--- config.mk ---
export PLATFORM = sky130hd
export DESIGN_NAME = flame_presence_qualifier_unit
export DESIGN_NICKNAME = d
export VERILOG_FILES = /design/src/sv/fpq_pkg.sv /design/src/sv/fpq_vote.sv /design/src/sv/fpq_qualify.sv /design/src/sv/flame_presence_qualifier_unit.sv
export SDC_FILE = /design/constraint.sdc
export NUM_CORES = 1
export LEC_CHECK = 0
export ABC_AREA = 1
export BUFFER_PORTS_ARGS = -buffer_cell sky130_fd_sc_hd__buf_2
export CAP_MARGIN = 0
export CORE_AREA = 10 10 163 135
export CTS_CLUSTER_SIZE = 16
export DETAILED_ROUTE_END_ITERATION = 7
export DIE_AREA = 0 0 173 145
export PLACE_DENSITY = 0.63
export SLEW_MARGIN = 40
export SYNTH_ARGS = -nofsm -noshare
export SYNTH_HDL_FRONTEND = slang
export SYNTH_SLANG_ARGS = --single-unit
--- constraint.sdc ---
create_clock -name i_clk -period 16.05 [get_ports i_clk]
set_clock_uncertainty 0.1 [all_clocks]
set_input_delay 0 -clock i_clk [delete_from_list [all_inputs] [get_ports i_clk]]
set_output_delay 0 -clock i_clk [all_outputs]
set_load 0.1 [all_outputs]
--- src/sv/fpq_pkg.sv ---
// Package for the flame presence qualifier: stream widths, register indexes,
// register reset values and the struct passed from the vote stage.
// No dependencies.
package fpq_pkg;

    localparam int PINS_W            = 5;
    localparam int TIME_W            = 32;
    localparam int SAMPLES_PER_CHECK = 5;
    localparam int HIGH_LIMIT        = 3;

    localparam int S_TDATA_W = 40;
    localparam int M_TDATA_W = 8;

    localparam int THRESH_W  = 4;
    localparam int DEBOUNCE_W = 16;
    localparam int CONFIRM_W = 8;
    localparam int COUNT_W   = 4;

    localparam int CFG_INDEX_W = 2;
    localparam int CFG_DATA_W  = 16;

    localparam logic [CFG_INDEX_W-1:0] CFG_WINDOW_THRESHOLD = 2'd0;
    localparam logic [CFG_INDEX_W-1:0] CFG_DEBOUNCE_MS      = 2'd1;
    localparam logic [CFG_INDEX_W-1:0] CFG_CONFIRM_COUNT    = 2'd2;

    localparam logic [THRESH_W-1:0]   THRESHOLD_RESET = 4'd7;
    localparam logic [DEBOUNCE_W-1:0] DEBOUNCE_RESET  = 16'd1000;
    localparam logic [CONFIRM_W-1:0]  CONFIRM_RESET   = 8'd8;

    localparam logic [CONFIRM_W-1:0]  COUNTER_MAX = 8'hFF;
    localparam logic [COUNT_W-1:0]    COUNT_SAT   = 4'd15;

    typedef struct packed {
        logic               raw;
        logic [COUNT_W-1:0] count;
    } t_vote;

endpackage

--- src/sv/fpq_vote.sv ---
// Vote stage: counts high pin samples, shifts the vote into the window ring
// and keeps a running count of ones in it. Depends on fpq_pkg.
module fpq_vote #(
    parameter int WINDOW_LEN = 10
) (
    input  logic                           i_clk,
    input  logic                           i_rst_n,
    input  logic                           i_en,
    input  logic [fpq_pkg::PINS_W-1:0]     i_pins,
    input  logic [fpq_pkg::THRESH_W-1:0]   i_threshold,
    output fpq_pkg::t_vote                 o_vote
);
    import fpq_pkg::*;

    localparam int CW = $clog2(WINDOW_LEN + 1);
    localparam int XW = (CW > THRESH_W) ? CW : THRESH_W;
    localparam int NS = (SAMPLES_PER_CHECK < PINS_W) ? SAMPLES_PER_CHECK : PINS_W;

    logic [WINDOW_LEN-1:0] r_ring;
    logic [WINDOW_LEN-1:0] n_ring;
    logic [CW-1:0]         r_ones;
    logic [CW-1:0]         n_ones;
    logic [2:0]            high_cnt;
    logic                  vote;
    logic [XW-1:0]         ones_ext;

    always_comb begin
        high_cnt = 3'd0;
        for (int i = 0; i < NS; i++) begin
            high_cnt = high_cnt + 3'(i_pins[i]);
        end
    end

    assign vote     = (high_cnt < 3'(HIGH_LIMIT));
    assign n_ring   = {r_ring[WINDOW_LEN-2:0], vote};
    assign n_ones   = r_ones - CW'(r_ring[WINDOW_LEN-1]) + CW'(vote);
    assign ones_ext = XW'(n_ones);

    always_comb begin
        o_vote.raw = (ones_ext >= XW'(i_threshold));
        if (ones_ext > XW'(COUNT_SAT)) begin
            o_vote.count = COUNT_SAT;
        end else begin
            o_vote.count = ones_ext[COUNT_W-1:0];
        end
    end

    always_ff @(posedge i_clk) begin
        if (!i_rst_n) begin
            r_ring <= '0;
            r_ones <= '0;
        end else if (i_en) begin
            r_ring <= n_ring;
            r_ones <= n_ones;
        end
    end

endmodule

--- src/sv/fpq_qualify.sv ---
// Debounce and confirmation stage: tracks raw state changes, elapsed time
// and the saturating confirmation counter. Depends on fpq_pkg.
module fpq_qualify (
    input  logic                            i_clk,
    input  logic                            i_rst_n,
    input  logic                            i_en,
    input  logic                            i_raw,
    input  logic [fpq_pkg::TIME_W-1:0]      i_time,
    input  logic [fpq_pkg::DEBOUNCE_W-1:0]  i_debounce,
    input  logic [fpq_pkg::CONFIRM_W-1:0]   i_confirm,
    output logic                            o_flag
);
    import fpq_pkg::*;

    logic                  r_last_raw;
    logic [TIME_W-1:0]     r_change_time;
    logic [CONFIRM_W-1:0]  r_counter;
    logic                  r_flag;
    logic [TIME_W-1:0]     n_change_time;
    logic [CONFIRM_W-1:0]  n_counter;
    logic                  n_flag;
    logic [TIME_W-1:0]     elapsed;
    logic [CONFIRM_W-1:0]  counter_inc;
    logic [DEBOUNCE_W:0]   debounce2;

    assign n_change_time = (i_raw != r_last_raw) ? i_time : r_change_time;
    assign elapsed       = i_time - n_change_time;
    assign debounce2     = {i_debounce, 1'b0};
    assign counter_inc   = (r_counter != COUNTER_MAX) ? r_counter + 1'b1 : r_counter;

    always_comb begin
        n_counter = r_counter;
        n_flag    = r_flag;
        if (i_raw) begin
            if (elapsed > TIME_W'(i_debounce)) begin
                n_counter = counter_inc;
                if (counter_inc >= i_confirm) begin
                    n_flag = 1'b1;
                end
            end
        end else begin
            n_counter = '0;
            if (elapsed > TIME_W'(debounce2)) begin
                n_flag = 1'b0;
            end
        end
    end

    assign o_flag = n_flag;

    always_ff @(posedge i_clk) begin
        if (!i_rst_n) begin
            r_last_raw    <= 1'b0;
            r_change_time <= '0;
            r_counter     <= '0;
            r_flag        <= 1'b0;
        end else if (i_en) begin
            r_last_raw    <= i_raw;
            r_change_time <= n_change_time;
            r_counter     <= n_counter;
            r_flag        <= n_flag;
        end
    end

endmodule

--- src/sv/flame_presence_qualifier_unit.sv ---
// Flame presence qualifier top level: input register, configuration registers,
// vote and qualify stages and the result register. Depends on fpq_pkg,
// fpq_vote and fpq_qualify.
//
// Each input beat is one sensor check: five raw pin samples and a millisecond
// timestamp. Each accepted beat yields exactly one result beat with the
// confirmed flag, the window vote result and the ring count.
// The beat is captured in an input register; the vote and qualify logic is
// combinational from there into the result register, so a result beat is valid
// once its input beat moves on from the input register, which a receiver stall
// can delay. One beat per cycle is sustained while the receiver does not stall;
// the count update and the debounce compares work in the same cycle.
// When the receiver stalls, the result register holds its beat and the input
// register holds the next one; the input side stalls only when both are full.
// The configuration channel is always ready and should be written only while
// no beats are in flight. Synchronous reset empties both registers, clears the
// window ring and the debounce state, and loads threshold 7, debounce 1000 ms
// and confirm count 8.
module flame_presence_qualifier_unit #(
    parameter int WINDOW_LEN = 10
) (
    input  logic                               i_clk,
    input  logic                               i_rst_n,
    input  logic                               s_axis_tvalid,
    output logic                               s_axis_tready,
    // pin_samples [4:0], time_ms [36:5], zero [39:37]
    input  logic [fpq_pkg::S_TDATA_W-1:0]      s_axis_tdata,
    output logic                               m_axis_tvalid,
    input  logic                               m_axis_tready,
    // flame_confirmed [0], raw_present [1], window_count [5:2], zero [7:6]
    output logic [fpq_pkg::M_TDATA_W-1:0]      m_axis_tdata,
    input  logic                               i_cfg_valid,
    output logic                               o_cfg_ready,
    input  logic [fpq_pkg::CFG_INDEX_W-1:0]    i_cfg_index,
    input  logic [fpq_pkg::CFG_DATA_W-1:0]     i_cfg_data
);
    import fpq_pkg::*;

    logic                  r_in_valid;
    logic [PINS_W-1:0]     r_in_pins;
    logic [TIME_W-1:0]     r_in_time;
    logic                  r_out_valid;
    logic [M_TDATA_W-1:0]  r_out_data;
    logic [THRESH_W-1:0]   r_threshold;
    logic [DEBOUNCE_W-1:0] r_debounce;
    logic [CONFIRM_W-1:0]  r_confirm;

    logic   out_ready;
    logic   advance;
    logic   in_take;
    t_vote  vote;
    logic   flag;

    assign out_ready     = !r_out_valid || m_axis_tready;
    assign advance       = r_in_valid && out_ready;
    assign s_axis_tready = !r_in_valid || out_ready;
    assign in_take       = s_axis_tvalid && s_axis_tready;
    assign o_cfg_ready   = 1'b1;
    assign m_axis_tvalid = r_out_valid;
    assign m_axis_tdata  = r_out_data;

    fpq_vote #(
        .WINDOW_LEN (WINDOW_LEN)
    ) u_vote (
        .i_clk       (i_clk),
        .i_rst_n     (i_rst_n),
        .i_en        (advance),
        .i_pins      (r_in_pins),
        .i_threshold (r_threshold),
        .o_vote      (vote)
    );

    fpq_qualify u_qualify (
        .i_clk      (i_clk),
        .i_rst_n    (i_rst_n),
        .i_en       (advance),
        .i_raw      (vote.raw),
        .i_time     (r_in_time),
        .i_debounce (r_debounce),
        .i_confirm  (r_confirm),
        .o_flag     (flag)
    );

    always_ff @(posedge i_clk) begin
        if (!i_rst_n) begin
            r_in_valid  <= 1'b0;
            r_out_valid <= 1'b0;
            r_threshold <= THRESHOLD_RESET;
            r_debounce  <= DEBOUNCE_RESET;
            r_confirm   <= CONFIRM_RESET;
        end else begin
            if (in_take) begin
                r_in_valid <= 1'b1;
            end else if (advance) begin
                r_in_valid <= 1'b0;
            end
            if (advance) begin
                r_out_valid <= 1'b1;
            end else if (m_axis_tready) begin
                r_out_valid <= 1'b0;
            end
            if (i_cfg_valid) begin
                case (i_cfg_index)
                    CFG_WINDOW_THRESHOLD: r_threshold <= i_cfg_data[THRESH_W-1:0];
                    CFG_DEBOUNCE_MS:      r_debounce  <= i_cfg_data[DEBOUNCE_W-1:0];
                    CFG_CONFIRM_COUNT:    r_confirm   <= i_cfg_data[CONFIRM_W-1:0];
                    default: ;
                endcase
            end
        end
    end

    always_ff @(posedge i_clk) begin
        if (in_take) begin
            r_in_pins <= s_axis_tdata[PINS_W-1:0];
            r_in_time <= s_axis_tdata[PINS_W +: TIME_W];
        end
        if (advance) begin
            r_out_data <= {2'b00, vote.count, vote.raw, flag};
        end
    end

endmodule

==> results of run 1 <==
cell families (layout without fill, tap and decap cells):
logic type / after synthesis / count (layout) / share of synthesized area
and+or+nand+nor: 440 / 440 / 0.232
xor gates and xnor gates: 23 / 23 / 0.0238
DFF: 129 / 129 / 0.357
muxes: 1 / 1 / 0.00133
buffers and inverters: 225 / 366 / 0.102
adders and majority gates: 83 / 83 / 0.127
other: 2 / 3 / 0.000889
AOI/OAI and AO/OA: 238 / 238 / 0.157
per-layer routing:
metal | part of all wire | vias to the layer above | wire, µm | track usage
li1 | - | 4019 | - | -
met1 | 0.53 | 3469 | 11100 | 0.247
met4 | 0.0097 | 0 | 206 | 0.0469
met3 | 0.059 | 14 | 1250 | 0.0373
met2 | 0.40 | 213 | 8560 | 0.241
met5 | 0 | - | 0 | 0
placed cells by master, fill, tap and decap left out, types with 8 or more instances in the layout:
cell type      count
nand4_1           15
xnor2_1            8
o211ai_1          32
inv_1            185
dlygate4sd3_1     68
nand2_2            9
ha_1              79
nand3_1           54
nor2_1            84
clkbuf_16         17
nand3_2            8
xor2_1            15
nor3_1            18
o21ai_0           96
dfxtp_1           86
buf_2             67
a21oi_1           88
edfxtp_1          43
nand2_1          234
how the worst max path moves through the flow:
stage               depth (start not counted)                   start                         to
floorplan                                  49  r_in_pins[0]$_DFFE_PP_  m_axis_tdata[0]$_DFFE_PP_
global placement                           46  r_in_pins[0]$_DFFE_PP_  m_axis_tdata[0]$_DFFE_PP_
detailed placement                         46  r_in_pins[1]$_DFFE_PP_  m_axis_tdata[0]$_DFFE_PP_
CTS                                        46  r_in_pins[1]$_DFFE_PP_  m_axis_tdata[0]$_DFFE_PP_
global route                               47  r_in_pins[0]$_DFFE_PP_  m_axis_tdata[0]$_DFFE_PP_
finish                                     46  r_in_pins[1]$_DFFE_PP_  m_axis_tdata[0]$_DFFE_PP_
worst max-delay path, delay by kind of cell (launching register included):
kind,cells,cell delay [ps]
XOR/XNOR,2,540
AND/OR/NAND/NOR,23,2800
AO/OA/AOI/OAI,6,1080
adder cells (fa/ha/maj),10,3260
flip-flops,1,370
buffers and inverters,5,220
through the flow:
stage / power (mW) / setup WS (ps) / utilization / hold slack (ps)
6_report: 1.81 / 7400 / 0.553 / 135
4_1_cts: 1.81 / 7330 / 0.553 / 115
5_1_grt: 1.99 / 6550 / 0.553 / 174
2_1_floorplan: 1.14 / 8370 / - / -1.13
3_5_place_dp: 1.36 / 7360 / 0.482 / 78.1
3_3_place_gp: 1.35 / 7470 / 0.482 / 76.0
final cells by class:
class | instances | area (µm²) | share of cell area
Timing Repair Buffer | 140 | 1050 | 0.102
Clock buffer | 18 | 429 | 0.0415
Sequential cell | 129 | 3010 | 0.292
Multi-Input combinational cell | 788 | 4570 | 0.443
Tap cell | 258 | 323 | 0.0312
Inverter | 194 | 728 | 0.0705
Clock inverter | 14 | 210 | 0.0203
state kept, by name, indices dropped and copies added (netlist names):
signal	flops
r_confirm	8
u_vote.r_ring	10
m_axis_tvalid	1
u_qualify.r_counter	8
u_qualify.r_last_raw	1
u_qualify.r_change_time	32
r_debounce	16
r_in_time	32
r_threshold	4
u_vote.r_ones	4
r_in_valid	1
r_in_pins	5
m_axis_tdata	6
u_qualify.r_flag	1
cell usage after synthesis (all sizes together):
master / instances
nand2: 246
inv: 193
o21ai: 101
a21oi: 91
nor2: 89
dfxtp: 86
ha: 79
nand3: 64
edfxtp: 43
o211ai: 32
clkbuf: 22
nor3: 18
nand4: 15
xor2: 15
buf: 9
xnor2: 8
nand3b: 6
fa: 4
a211oi: 3
o21bai: 3
a31o: 2
conb: 2
o2111ai: 2
o21a: 2
a21o: 1
and2: 1
and3: 1
clkinv: 1
mux2: 1
o31ai: 1
power breakdown:
part	leakage [nW]	total [mW]	switching [mW]	internal [mW]
clock	0.310	0.428	0.152	0.275
combinational	3.43	1.01	0.658	0.353
sequential	1.12	0.376	0.0119	0.364
==> out/results.tsv, run 1 <==
metric	value	unit
clkSinkCount	129	
routabilityCongestion	0.941	
firstDrtPassIters	5	
route.detailed.drc	0	
io_pins	74	
grt_max_degree	70	
synth-seq-area-share	0.357	
worstPathMaxFanout	69	
overflow	0	
fp.dieH	145	µm
synth_cells	1141	
yosys.area.top_type_share	0.204	
wl_per_cell	13.7	µm
hold_class	input pin to flop	
fin_area	10300	µm²
startpoint_type	flop	
setup_viol	0	
dieArea	25100	µm²
r2r-end	m_axis_tdata[0]$_DFFE_PP_	
drt_iter0_drc	642	
cellLeakagePower	4.87	nW
rsz0062_at_grt	false	
hold_path_end	r_confirm[3]$_SDFFE_PN1P_	
hp-start	i_rst_n	
drv_slew	0	
nets	1416	
min_period_over_period	0.539	
yosysTopAreaCell	dfxtp_1	
critPathMaxStageDelay	600	ps
ys_ff_latch	129	
critPathKind	flop to flop	
ctsResizeCount	0	
grt_pass1_vias	7158	
drive_gt1_frac	0.111	
yosysWarnings	0	
routed_wirelength	21.2	mm
route.vias.total	7715	
post_dp_cell_area	9010	µm²
drtAntennaViolNets	0	
grt_use_total	0.169	
rows	45	
clock_path_buffers	2	
numPortBuffers	67	
cts_inserted_buffers	17	
fillers	1752	
maxCapViolCount	0	
worst-endpoint-required	16140	ps
netlist_area	8450	µm²
htree_levels	4	
worst_pin_slew	847	ps
r2r_start	r_in_pins[1]$_DFFE_PP_	
ys_top_cells_by_area	dfxtp_1 (20%), edfxtp_1 (15%), ha_1 (12%)	
irDropWorstVdd	0.0000809	V
worstRegToRegCells	46	
power_density	176	nW/µm²
critPathArrivalTime	8730	ps
synth_cell_types	42	
post-cts-setup-buffer-count	0	
final_hold_viol_count	0	
syn_avg_cell_area	7.40	µm²
fin_setup_tns	0	ps
period_needed	8650	ps
slew_headroom	0.431	
run_status	finished, final reports clean	
cp_common_cell	nand2_1	
clk_pin_slew_worst_paths	60	ps
via_per_inst	5.01	
placedCellCount	1441	
reg2reg_slack	7400	ps
die_w	173	µm
dp_hpwl	15.3	mm
antenna_found_initial	0	
critPathCaptureType	flop	
area_growth	22.3	%
grt_pass1_wl	35.5	mm
diodes	0	
fin_cells	1541	
hold_buffers	68	
initial_utilization	0.452	
crit_slowest_cell	nand2_4	
clk_latency	430	ps
max_freq	0.116	GHz
fp.coreArea	18700	µm²
root_buffer	clkbuf_16	
hold_depth	3	
cts_tree	built	
No activity file was read; power rests on OpenSTA's default activity.
==> inputs of run 2 (changes only) <==
--- a/config.mk
+++ b/config.mk
@@ -12,7 +12,7 @@
 export CTS_CLUSTER_SIZE = 16
 export DETAILED_ROUTE_END_ITERATION = 7
 export DIE_AREA = 0 0 173 145
-export PLACE_DENSITY = 0.63
+export PLACE_DENSITY = 0.66
 export SLEW_MARGIN = 40
 export SYNTH_ARGS = -nofsm -noshare
 export SYNTH_HDL_FRONTEND = slang
==> constraint.sdc (replaced) <==
create_clock -name i_clk -period 7.6 [get_ports i_clk]
set_clock_uncertainty 0.1 [all_clocks]
set_input_delay 0 -clock i_clk [delete_from_list [all_inputs] [get_ports i_clk]]
set_output_delay 0 -clock i_clk [all_outputs]
set_load 0.1 [all_outputs]
==> run 2 against run 1 <==
  * Setup slack lost 7100 ps
  * Global-route usage rose by 0.69 points
  * Highest routed layer unchanged
  * Flip-flop and latch count unchanged
  * Core utilization grew 2.2 points
  * Count of clock-buffer cells in the layout fell by 1
  * Critical endpoint unchanged
  * Via count grew 1.3%
  * Critical path type unchanged
  * Routed wire length rose by 6.4%
  * Maximum frequency up 18%
  * Sequential share of layout area shrank 1.1 points
==> out/results.tsv, run 2 (same netlist as run 1, synthesis figures left out) <==
metric	value	unit	change
run_status	finished, final reports clean		
max_freq	0.137	GHz	+18%
drv_slew	0		unchanged
htree_levels	4		unchanged
maxCapViolCount	0		unchanged
startpoint_type	flop		
layout.cells.most_common	nand2_1		
area_growth	27.3	%	
fin_cells	1572		+2.0%
power_density	373	nW/µm²	+110%
routed_wirelength	22.5	mm	+6.4%
numPortBuffers	67		unchanged
min_period_over_period	0.961		+0.422
cts_tree	built		
period_needed	7300	ps	-1340 ps
final_hold_viol_count	0		unchanged
drt_iter0_drc	620		-3.4%
top_usage_layer	met2		
grt_max_degree	72		+2.9%
hold_class	input pin to flop		
critPathMaxStageDelay	510	ps	-90 ps
route.vias.total	7818		+1.3%
grt_use_met2	0.265		+0.0238
antenna_found_initial	0		unchanged
via_per_inst	4.97		-0.66%
drive_gt1_frac	0.155		+0.0446
slew_headroom	0.492		+0.0610
fp.coreArea	18700	µm²	unchanged
overflow	0		unchanged
cellLeakagePower	4.98	nW	+2.4%
rsz0062_at_grt	true		
grt_use_total	0.176		+0.00694
post_dp_cell_area	9110	µm²	+1.1%
fin_setup_tns	0	ps	unchanged
clk_pin_slew_worst_paths	60	ps	about the same
clk_latency	440	ps	about the same
worst_pin_slew	756	ps	-90.8 ps
diodes	0		unchanged
placedCellCount	1452		+0.76%
initial_utilization	0.452		unchanged
cts_inserted_buffers	17		unchanged
critPathArrivalTime	7400	ps	-1330 ps
route.detailed.drc	0		unchanged
worst-endpoint-required	7700	ps	-8440 ps
dp_hpwl	15.7	mm	+2.8%
rows	45		unchanged
clkSinkCount	129		unchanged
crit_slowest_cell	fa_1		
setup_ws	297	ps	-7110 ps
cp_common_cell	nand2_2		
routabilityCongestion	0.929		-1.3%
critPathCaptureType	flop		
firstDrtPassIters	5		unchanged
die_w	173	µm	unchanged
fp.dieH	145	µm	unchanged
reg_top3	r_in_time (32), u_qualify.r_change_time (32), r_debounce (16)		
wl_per_cell	14.3	µm	+4.3%
critPathKind	flop to flop		
root_buffer	clkbuf_16		
grt_pass1_vias	7525		+5.1%
use_met3	0.0399		+0.00259
drtAntennaViolNets	0		unchanged
fin_area	10700	µm²	+4.0%
io_pins	74		unchanged
worstPathMaxFanout	8		-88%
irDropWorstVdd	0.000193	V	+140%
clock_path_buffers	2		unchanged
setup_viol	0		unchanged
fillers	1754		+0.11%
grt_use_met1	0.248		+0.000668
dieArea	25100	µm²	unchanged
final_cell_mix	nand2_1 (224), inv_1 (184), o21ai_0 (87)		
pre_cts_ws	-62.4	ps	-7430 ps
nets	1447		+2.2%
grt_pass1_wl	36.8	mm	+3.5%
hold_slack	119	ps	-15.5 ps
-- run 2: cell types whose count changed in the layout (fill, tap and decap cells not counted), sizes merged --
cell         delta
clkinvlp        +3
bufinv          -3
clkinv          +1
buf            +21
dlygate4sd3     +9
-- run 2: path summary, 6_finish.rpt --
kind         slack [ps]                   endpoint  depth (start not counted)                 startpoint
min reg2reg         360  r_confirm[6]$_SDFFE_PN0P_                          2  r_confirm[6]$_SDFFE_PN0P_
max reg2reg         300  m_axis_tdata[0]$_DFFE_PP_                         47     r_in_pins[1]$_DFFE_PP_
min                 120  r_confirm[3]$_SDFFE_PN1P_                          3                    i_rst_n
max                 300  m_axis_tdata[0]$_DFFE_PP_                         47     r_in_pins[1]$_DFFE_PP_
-- run 2: timing repair --
action / in CTS / in global routing
pin swaps: 1 / 37
cloned: 0 / 1
resized for setup: 2 / 54
hold buffers: 77 / 0
setup buffers: 1 / 9
endpoints found under the hold margin: 67 / 0
endpoints found under the setup margin: 10 / 10
-- run 2: final cells by class --
class | instances | area (µm²) | area share
Clock buffer | 17 | 425 | 0.0396
Sequential cell | 129 | 3010 | 0.280
Timing Repair Buffer | 171 | 1350 | 0.126
Inverter | 194 | 728 | 0.0677
Clock inverter | 15 | 143 | 0.0133
Tap cell | 258 | 323 | 0.0300
Multi-Input combinational cell | 788 | 4770 | 0.443
-- run 2: report_power, final --
part | internal, mW | switching, mW
logic | 0.909 | 1.50
registers | 0.768 | 0.0266
clock network | 0.478 | 0.324
total | 2.16 | 1.85
-- run 2: layer usage --
layer / part of all wire / vias up
li1: - / 4088
met1: 0.51 / 3515
met2: 0.43 / 194
met3: 0.057 / 21
met4: 0.0086 / 0
met5: 0 / -
-- run 2: worst max-delay path: cells and delay by family, from the launching register on --
kind	cells	cell delay (ps)
adder cells (fa/ha/maj)	9	2860
AND/OR/NAND/NOR	24	2370
XOR/XNOR	2	360
flip-flops	1	370
buffers and inverters	6	370
AO/OA/AOI/OAI	6	650
-- run 2: metrics by stage --
step / util / power, mW
finish: 0.575 / 4.00
global route: 0.575 / 4.37
CTS: 0.560 / 3.80
detailed placement: 0.487 / 2.94
global placement: 0.487 / 2.91
floorplan: - / 2.40
